File: config.mk
export PLATFORM = sky130hd
export DESIGN_NAME = xor_sprite_framebuffer
export DESIGN_NICKNAME = d
export VERILOG_FILES = /design/src/design/xsfb_pkg.sv /design/src/design/xsfb_ram.sv /design/src/design/xor_sprite_framebuffer.sv
export SDC_FILE = /design/constraint.sdc
export NUM_CORES = 2
export LEC_CHECK = 0
export BUFFER_PORTS_ARGS = -buffer_cell sky130_fd_sc_hd__clkbuf_2
export CAP_MARGIN = 10
export CORE_ASPECT_RATIO = 1.1
export CORE_UTILIZATION = 40
export DETAILED_ROUTE_END_ITERATION = 8
export SYNTH_ARGS = -nofsm -noshare
export SYNTH_HDL_FRONTEND = slang
export SYNTH_HIERARCHICAL = 1
export SYNTH_SLANG_ARGS = --single-unit
File: constraint.sdc
create_clock -name aclk -period 8.2 [get_ports aclk]
set_input_delay 1.64 -clock aclk [delete_from_list [all_inputs] [get_ports aclk]]
set_output_delay 1.64 -clock aclk [all_outputs]
set_load 0.01 [all_outputs]
File: src/design/xsfb_pkg.sv
// ----------------------------------------------------------------------------
// xsfb_pkg
// Shared types and constants for the XOR sprite framebuffer.
// ----------------------------------------------------------------------------
package xsfb_pkg;

    localparam int SPRITE_BITS   = 8;
    localparam int COORD_BITS    = 8;
    localparam int INDEX_BITS    = 4;
    localparam int ROW_SUM_BITS  = COORD_BITS + 1;
    localparam int S_TDATA_BITS  = 32;
    localparam int M_TDATA_BITS  = 8;

    typedef enum logic {
        OP_DRAW  = 1'b0,
        OP_CLEAR = 1'b1
    } op_t;

    // Input beat payload as carried by s_tdata, highest field first.
    typedef struct packed {
        logic [3:0]             pad;
        logic [SPRITE_BITS-1:0] sprite_bits;
        logic [INDEX_BITS-1:0]  row_index;
        logic [COORD_BITS-1:0]  origin_y;
        logic [COORD_BITS-1:0]  origin_x;
    } draw_beat_t;

endpackage

File: src/design/xsfb_ram.sv
// ----------------------------------------------------------------------------
// xsfb_ram
// Generic single-port-write, single-port-read RAM with registered read data.
// ----------------------------------------------------------------------------
module xsfb_ram #(
    parameter int WIDTH = 64,
    parameter int DEPTH = 32
) (
    input  logic                                        aclk,
    input  logic                                        we,
    input  logic [((DEPTH > 1) ? $clog2(DEPTH) : 1)-1:0] waddr,
    input  logic [WIDTH-1:0]                            wdata,
    input  logic                                        re,
    input  logic [((DEPTH > 1) ? $clog2(DEPTH) : 1)-1:0] raddr,
    output logic [WIDTH-1:0]                            rdata
);

    logic [WIDTH-1:0] mem [DEPTH];

    always_ff @(posedge aclk) begin
        if (we) begin
            mem[waddr] <= wdata;
        end
        if (re) begin
            rdata <= mem[raddr];
        end
    end

endmodule

File: src/design/xor_sprite_framebuffer.sv
// ----------------------------------------------------------------------------
// xor_sprite_framebuffer
// Pipeline: an accepted input beat passes the RAM read stage, then the
// result register. Throughput: one beat per cycle unless m_tready stalls;
// each draw is one read-modify-write of a single screen row (RAM read at
// accept, XOR and write-back when stage 1 advances to the result register).
// Reset: synchronous, active low; screen reads as blank right after reset
// (per-row valid bits), collision flag cleared, no clearing pass.
// ----------------------------------------------------------------------------
module xor_sprite_framebuffer #(
    parameter int SCREEN_WIDTH  = 64,
    parameter int SCREEN_HEIGHT = 32
) (
    input  logic                              aclk,
    input  logic                              aresetn,
    input  logic                              s_tvalid,
    output logic                              s_tready,
    // origin_x [7:0], origin_y [15:8], row_index [19:16], sprite_bits [27:20]
    input  logic [xsfb_pkg::S_TDATA_BITS-1:0] s_tdata,
    input  logic                              s_tlast,   // last_row
    input  logic                              s_tuser,   // operation
    output logic                              m_tvalid,
    input  logic                              m_tready,
    // collision [0]
    output logic [xsfb_pkg::M_TDATA_BITS-1:0] m_tdata,
    output logic                              m_tlast    // sprite_done
);

    import xsfb_pkg::*;

    localparam int AW = (SCREEN_HEIGHT > 1) ? $clog2(SCREEN_HEIGHT) : 1;
    localparam int CW = $clog2(SCREEN_WIDTH);

    draw_beat_t                  s_beat;
    logic                        accept;
    logic                        advance;
    logic [ROW_SUM_BITS-1:0]     in_row;
    logic [AW-1:0]               rd_addr;

    // stage 1: accepted beat, RAM read in flight
    logic                        s1_valid_reg;
    op_t                         s1_op_reg;
    logic [COORD_BITS-1:0]       s1_x_reg;
    logic [ROW_SUM_BITS-1:0]     s1_row_reg;
    logic [SPRITE_BITS-1:0]      s1_bits_reg;
    logic                        s1_last_reg;

    logic [SCREEN_HEIGHT-1:0]    row_valid_reg;
    logic                        accum_reg;
    logic                        accum_next;

    // bypass for a write that landed on the same edge as this beat's read
    logic                        fwd_hit_reg;
    logic [AW-1:0]               fwd_addr_reg;
    logic [SCREEN_WIDTH-1:0]     fwd_data_reg;

    logic [SCREEN_WIDTH-1:0]     ram_rdata;
    logic [SCREEN_WIDTH-1:0]     old_row;
    logic [SCREEN_WIDTH-1:0]     mask;
    logic [AW-1:0]               s1_addr;
    logic                        in_range;
    logic                        wr_en;
    logic [SCREEN_WIDTH-1:0]     wr_data;
    logic                        hit;
    logic                        collision_out;

    logic                        m_valid_reg;
    logic                        collision_reg;
    logic                        done_reg;

    assign s_beat   = draw_beat_t'(s_tdata);
    assign advance  = !m_valid_reg || m_tready;
    assign s_tready = !s1_valid_reg || advance;
    assign accept   = s_tvalid && s_tready;
    assign in_row   = ROW_SUM_BITS'(s_beat.origin_y) + ROW_SUM_BITS'(s_beat.row_index);
    assign rd_addr  = in_row[AW-1:0];

    assign s1_addr  = s1_row_reg[AW-1:0];
    assign in_range = s1_row_reg < ROW_SUM_BITS'(SCREEN_HEIGHT);

    always_comb begin
        logic [ROW_SUM_BITS-1:0] col;
        mask = '0;
        for (int i = 0; i < SPRITE_BITS; i++) begin
            col = ROW_SUM_BITS'(s1_x_reg) + ROW_SUM_BITS'(i);
            if (s1_bits_reg[SPRITE_BITS-1-i] && (col < ROW_SUM_BITS'(SCREEN_WIDTH))) begin
                mask[col[CW-1:0]] = 1'b1;
            end
        end
    end

    always_comb begin
        if (fwd_hit_reg && (fwd_addr_reg == s1_addr)) begin
            old_row = fwd_data_reg;
        end else if (row_valid_reg[s1_addr]) begin
            old_row = ram_rdata;
        end else begin
            old_row = '0;
        end
    end

    assign wr_en   = advance && s1_valid_reg && (s1_op_reg == OP_DRAW) && in_range;
    assign wr_data = old_row ^ mask;
    assign hit     = in_range && ((old_row & mask) != '0);

    always_comb begin
        if (s1_op_reg == OP_CLEAR) begin
            collision_out = 1'b0;
            accum_next    = 1'b0;
        end else begin
            collision_out = accum_reg || hit;
            accum_next    = s1_last_reg ? 1'b0 : collision_out;
        end
    end

    xsfb_ram #(
        .WIDTH (SCREEN_WIDTH),
        .DEPTH (SCREEN_HEIGHT)
    ) u_screen (
        .aclk  (aclk),
        .we    (wr_en),
        .waddr (s1_addr),
        .wdata (wr_data),
        .re    (accept),
        .raddr (rd_addr),
        .rdata (ram_rdata)
    );

    always_ff @(posedge aclk) begin
        if (!aresetn) begin
            s1_valid_reg  <= 1'b0;
            m_valid_reg   <= 1'b0;
            accum_reg     <= 1'b0;
            row_valid_reg <= '0;
            fwd_hit_reg   <= 1'b0;
        end else begin
            if (accept) begin
                s1_valid_reg <= 1'b1;
                fwd_hit_reg  <= wr_en;
            end else if (advance) begin
                s1_valid_reg <= 1'b0;
            end
            if (advance) begin
                m_valid_reg <= s1_valid_reg;
            end
            if (advance && s1_valid_reg) begin
                accum_reg <= accum_next;
                if (s1_op_reg == OP_CLEAR) begin
                    row_valid_reg <= '0;
                end else if (in_range) begin
                    row_valid_reg[s1_addr] <= 1'b1;
                end
            end
        end
    end

    always_ff @(posedge aclk) begin
        if (accept) begin
            s1_op_reg   <= op_t'(s_tuser);
            s1_x_reg    <= s_beat.origin_x;
            s1_row_reg  <= in_row;
            s1_bits_reg <= s_beat.sprite_bits;
            s1_last_reg <= s_tlast;
        end
        if (wr_en) begin
            fwd_addr_reg <= s1_addr;
            fwd_data_reg <= wr_data;
        end
        if (advance && s1_valid_reg) begin
            collision_reg <= collision_out;
            done_reg      <= (s1_op_reg == OP_CLEAR) || s1_last_reg;
        end
    end

    assign m_tvalid = m_valid_reg;
    assign m_tdata  = {{(M_TDATA_BITS-1){1'b0}}, collision_reg};
    assign m_tlast  = done_reg;

endmodule
# Yosys cells after proc, flatten, opt, wreduce, memory -nomap -nowiden
# Memory sizes are Yosys's and may differ from the RTL's. A register that Yosys moved wholly into a read port is not among the register bits.
# Index checks and enable logic that the tools add are counted.
# word_totals
in_bits	38
latch_bits	0
register_bits	134
rom_bits	0
elab_cells	133
mem_bits_rw	2048
out_inout_bits	11
mem_count	1
# mem_list
name	words	word_bits	rd	rd_ports_with_merged_regs	write_ports	line_no	text
u_screen.mem	32	64	1	1	1	xsfb_ram.sv:18	logic [WIDTH-1:0] mem [DEPTH];
# classes
n_mul	0
muxes	38
n_shift	0
div	0
n_eq_ne	1
magnitude_cmp	27
n_bitwise	11
add_sub_neg	8
reduce_logical	33
# ops
op	count
$mux W64	10
$or A64 B64 Y64	7
$and A64 B64 Y64	1
$mux W32	2
$reduce_bool A64 Y1	1
$xor A64 B64 Y64	1
$lt A9 B7 Y1 const B	7
$lt A6 B7 Y1 const B	8
$demux W1 S6	8
$ge A6 B1 Y1 const B	8
$add A8 B3 Y9 const B	4
$or A32 B32 Y32	1
$logic_and A1 B1 Y1	23
$add A8 B2 Y9 const B	2
$mux W1	16
$add A8 B1 Y9 const B	1
$add A8 B4 Y9	1
$lt A9 B6 Y1 const B	1
$lt A8 B7 Y1 const B	1
$lt A5 B6 Y1 const B	1
$bmux W1 S5	1
$demux W1 S5	1
$eq A5 B5 Y1	1
$ge A5 B1 Y1 const B	1
5 further kinds	10

# Depth between registers and ports, before layout
# depth
word_depth	25
mapped_depth	18
mapped_depth_nobuf	14

# Cells and area by module
# Netlist, hierarchy kept.
# by_module_without_submodules
module	cells_per_inst	area_per_inst_um2	n_inst	seq_area_each_um2
xsfb_ram	3097	79605.1	1	63420.8
xor_sprite_framebuffer	1309	11673.7	1	3663.5

# Least setup slack after synthesis
# No wires, ideal clock.
# synth_path
path_type	input-to-reg
from	in m_tready
to	mem u_screen.mem[30][0] (enable)
path_slack_ps	29
setup_time_ps	487
path_stages	4
path_buffers	0
t_required_ps	7713
arrival_time_ps	7684
path_cell_list	nor2b_1 > nor4b_4 > nand3b_1 > nor2_1
# synth_between
elab_chain_len	6
# synth_lines
item	line_no	text
from (decl)	xor_sprite_framebuffer.sv:23	input logic m_tready,
$logic_or A1 B1 Y1	xor_sprite_framebuffer.sv:72	assign advance = !m_valid_reg || m_tready;
$logic_and A1 B1 Y1 (3 in a row)	xor_sprite_framebuffer.sv:102	assign wr_en = advance && s1_valid_reg && (s1_op_reg == OP_DRAW) && in_range;
named net wr_en	xor_sprite_framebuffer.sv:62	logic wr_en;
$mux W1	xsfb_ram.sv:21	if (we) begin
$mux W1 (not written as such)	xsfb_ram.sv:22	mem[waddr] <= wdata;
to (decl)	xsfb_ram.sv:18	
# The timed path passes the listed nets, and every way through them passes these cells.

# Worst setup path after layout
# layout_path
from	reg s1_x_reg[3]
to	reg collision_reg (data pin)
# layout_between
elab_chain_len	23
elab_cells_between_ends	82
cone_classes	add/sub (7); order compare (24); mux (24); bitwise (8); reduce/logical (19)
# layout_lines
item	line_no	text
from (decl)	xor_sprite_framebuffer.sv:43	logic [COORD_BITS-1:0] s1_x_reg;
from (signal assigned)	xor_sprite_framebuffer.sv:160	s1_x_reg <= s_beat.origin_x;
$add A8 B1 Y9 (tied with other cells)	xor_sprite_framebuffer.sv:85	col = ROW_SUM_BITS'(s1_x_reg) + ROW_SUM_BITS'(i);
$lt A6 B7 Y1 (not written as such) (tied with other cells)	xor_sprite_framebuffer.sv:87	mask[col[CW-1:0]] = 1'b1;
$logic_and A1 B1 Y1 (not written as such) or $mux W1 (tied branches)	xor_sprite_framebuffer.sv:87	
$mux W1 (not written as such) or $demux W1 S6 (tied branches)	xor_sprite_framebuffer.sv:87	
$demux W1 S6 or $mux W64 (tied branches)	xor_sprite_framebuffer.sv:87, xor_sprite_framebuffer.sv:86	
$or A64 B64 Y64 (no source line)	-	
$mux W64	xor_sprite_framebuffer.sv:86	if (s1_bits_reg[SPRITE_BITS-1-i] && (col < ROW_SUM_BITS'(SCREEN_WIDTH))) begin
$or A64 B64 Y64 (no source line)	-	
[... 7 more ...]	-	
$or A64 B64 Y64 (no source line)	-	
$mux W64	xor_sprite_framebuffer.sv:86	
$or A64 B64 Y64 (no source line)	-	
$mux W64 *	xor_sprite_framebuffer.sv:86	
$and A64 B64 Y64 *	xor_sprite_framebuffer.sv:104	assign hit = in_range && ((old_row & mask) != '0);
$reduce_bool A64 Y1 *	xor_sprite_framebuffer.sv:104	
$logic_and A1 B1 Y1 *	xor_sprite_framebuffer.sv:104	
$logic_or A1 B1 Y1 *	xor_sprite_framebuffer.sv:111	collision_out = accum_reg || hit;
to (signal assigned)	xor_sprite_framebuffer.sv:170	collision_reg <= collision_out;
to (decl)	xor_sprite_framebuffer.sv:68	logic collision_reg;
# Mark *: on every way between the ends. The rest lies on a longest branch, timed or not.
# A chain may end at the register's enable or synchronous reset.

==> metrics <==
WP buf/inv=2; Setup Viol. Count Final=0; worst slack, placed=2.634 ns; outcome=finished clean; Crit. End Element=flip-flop; Critical Path Max Stage Delay=0.59 ns; max_slew headroom=around 15%; starting density of the core=between 40% and 50%; Ports=49; post-cts hold buffer count=0; post-layout min period=between 5 and 6 ns; initial DRC count=between 6000 and 7000; register-to-register setup slack=between 2 and 2.5 ns; leading register cell type out of synthesis=edfxtp_1; TritonCTS clock tree=built; cell area after synthesis=between 90000 and 100000 µm²; synthesized flop and latch total=2246; final worst path period share=70.17%; final RePlAce weighted congestion=around 0.94; register area=67080 µm²; Seq/Total Area, Yosys=between 70% and 80%; Crit Path Category=flip-flop to flip-flop; GRT Total Usage=roughly a quarter; Switch Pwr=about 5.6 mW; pins over their slew limit=0; drt pass-1 iters=6; Min-Delay Path Class=flip-flop to flip-flop; Cell Chain, Critical Path=buf_4, ha_1, nor2b_1, or3_1, and2_0, nor2_1, a221oi_1, o211ai_1, ha_1, nor4_1, nand4_1, nor4_1, buf_4, o21ai_0, nor2b_1; post_cts resized=0; CP Launch Type=flip-flop; CTS Buf Count=approximately 210; P_leak=about 34 nW; Critical R2R Capture=collision_reg$_SDFFCE_PP0P_; Setup Total Neg Slack=0 ns; Critical Path AT=6.37 ns; first-pass GRT wire length=376.8 mm; hold path startpoint=row_valid_reg[25]$_SDFFE_PN0P_; VDD IR max=between 0.2 and 0.25 mV; Avg Cell Area, Syn=a little over 20 µm²; Max Clk Rate=roughly 170 MHz; area of the multi-input gates=between 20000 and 25000 µm²; dpl hpwl=153.3 mm; clock root cell=clkbuf_16; Worst setup endpoint=collision_reg$_SDFFCE_PP0P_; Worst path slowest cell=nor4_1; IO Port Bufs=37; FFs w/ async S/R, synth=0%; Worst-Margin Slew=about 1.3 ns; Crit path max-delay family=simple AND/OR/NAND/NOR gates; DRC errors left=0; DR vias=47491; critical path data required time=a little under 9 ns; Synth cell types=91; Post-synth EDFFs=2210; worst setup path startpoint=s1_x_reg[3]$_DFFE_PP_; Row Count=183; ratio of cells with drive above 1 in the final layout=between 20 and 30%; Hold Vio Cnt, Final=0; RR Startpoint=s1_x_reg[3]$_DFFE_PP_; Die Y-Extent=503.0 µm; Sw Share=22.54%; final wirelength=271.9 mm; worst-path fanout max=44; max reg flops=around 2000; nets=~4700; cell area after layout=between 100000 and 150000 µm²; Worst-path clk slew=~0.060 ns; fill count=approximately 19000; Longest Clk Path Bufs=3; clk_skew=between 0.05 and 0.06 ns; Final Hold Slack=~0.47 ns; RSZ-0062 raised after global routing=false; Reg power frac=about half; Routed Antenna Nets=0; Clk pwr share=between 40% and 50%; H-tree Lvls=4; Die Width=between 400 and 500 µm; routed vias/inst=~6.2; P_int=between 15 and 20 mW; Synth warnings=6; Post-CTS Setup Inserts=0; setup slack after layout=approximately 2.4 ns; antenna violations before repair=8; latest clock arrival within the worst-skew pair=~0.88 ns; Die ar.=around 230000 µm²; core area=between 200000 and 250000 µm²; vias in the first global route=~47000; Pwr Density=240.0 nW/µm²; Cells after Synth=4406; Sink Count=~2200; pin count of the biggest net entering global routing=109; reg2reg path depth=15; Placement Cell Area=between 90000 and 100000 µm²; GRT overflow=0; max-cap violation count=0; WL/cell=between 30 and 40 µm; Crit path depth=15; combinational power share=under 10%; Syn-to-layout area delta=12.74%
## kinds of logic after synthesis
logic type / count (synthesis) / synth area share [%]
flip-flops: 2246 / 73.49
multiplexers: 728 / 16.45
AND/OR/NAND/NOR: 587 / 3.373
AO/OA/AOI/OAI: 468 / 3.871
buffers and inverters: 267 / 1.449
adder cells (fa/ha/maj): 73 / 1.009
XOR/XNOR: 36 / 0.3537
other: 1 / 0.004108
## stage by stage
| step | total power, mW | utilization [%] | instances |
|---|---|---|---|
| after global routing | 25.35 | 45.44 | 7708 |
| final | 24.69 | 45.44 | 7710 |
| after CTS | 24.90 | 45.44 | 7707 |
| after detailed placement | 14.97 | 42.32 | 7319 |
| after global placement | 14.98 | 42.32 | 7319 |
| after floorplan | 14.26 | - | 4412 |
## power by group through the flow
stage          clock [mW]  sequential [mW]  combinational, mW
3_5_place_dp            0             12.9               2.10
4_1_cts              10.2             12.6               2.10
2_1_floorplan           0             12.9               1.41
3_3_place_gp            0             12.9               2.10
5_1_grt              10.5             12.6               2.18
6_report             9.98             12.6               2.08
## worst min path at each step
stage	depth (start not counted)	endpoint	slack (ns)
floorplan	2	row_valid_reg[25]$_SDFFE_PN0P_	0.44
global placement	2	row_valid_reg[25]$_SDFFE_PN0P_	0.47
detailed placement	2	row_valid_reg[25]$_SDFFE_PN0P_	0.47
CTS	2	row_valid_reg[25]$_SDFFE_PN0P_	0.48
global route	2	row_valid_reg[25]$_SDFFE_PN0P_	0.49
finish	2	row_valid_reg[25]$_SDFFE_PN0P_	0.47
## layout make-up
type | count | share of cell area [%]
Clock inverter | 144 | 1.531
Clock buffer | 244 | 5.334
Sequential cell | 2246 | 65.19
Tap cell | 2960 | 3.599
Inverter | 15 | 0.06687
Antenna cell | 3 | 0.007295
Timing Repair Buffer | 199 | 1.702
Multi-Input combinational cell | 1899 | 22.57
## metal layers
metal  vias to the layer above  GRT usage (%)  share of wire (%)
li1                      19080              -                  -
met1                     26056          33.49                 43
met2                      1986          37.68                 48
met3                       369          3.230                6.7
met4                         0          7.388                3.2
met5                         -              0                  0
## cells in the final DEF (no fill, tap or decap), types with 22 or more instances in the layout
cell type and n:
nor3_1 24, a22o_1 72, clkinv_1 54, a21oi_1 34, clkbuf_1 29, nor2b_1 46, nand2_1 95, buf_4 134
edfxtp_1 2210, a211oi_1 22, nand2b_1 24, clkbuf_2 37, mux4_2 610, nor2_4 34, nand3_1 84, mux2_2 74
clkinv_2 32, dfxtp_1 36, nor2_1 126, ha_1 71, buf_12 28, o22ai_1 88, mux2i_1 44, clkbuf_16 215
nor4_1 24, bufinv_16 28, a22oi_1 81, a221oi_1 30
## worst min-delay path, delay by kind of cell (launching register included)
family / cells / cell delay (ns)
AOI/OAI and AO/OA: 1 / 0.06
and+or+nand+nor: 1 / 0.05
DFF: 1 / 0.31
## synth_stat cells, drive strengths merged (15+ instances only)
cell type | instances | share of area (%)
o21ai | 23 | 0.13
edfxtp | 2210 | 73
and2 | 18 | 0.13
nor2 | 168 | 0.72
buf | 165 | 1.0
ha | 72 | 0.99
and3 | 21 | 0.14
clkbuf | 87 | 0.36
nand2b | 24 | 0.16
o32ai | 17 | 0.16
a22oi | 81 | 0.67
a21oi | 35 | 0.20
mux4 | 610 | 15
xnor2 | 18 | 0.18
a22o | 72 | 0.69
mux2i | 44 | 0.48
dfxtp | 36 | 0.79
nor4 | 26 | 0.21
a211oi | 24 | 0.21
nor2b | 47 | 0.32
mux2 | 74 | 0.91
o22ai | 89 | 0.62
inv | 15 | 0.062
nand2 | 96 | 0.40
xor2 | 18 | 0.17
a221oi | 30 | 0.29
nor3 | 34 | 0.24
nand3 | 85 | 0.47
Power figures use the tool's default switching activity.
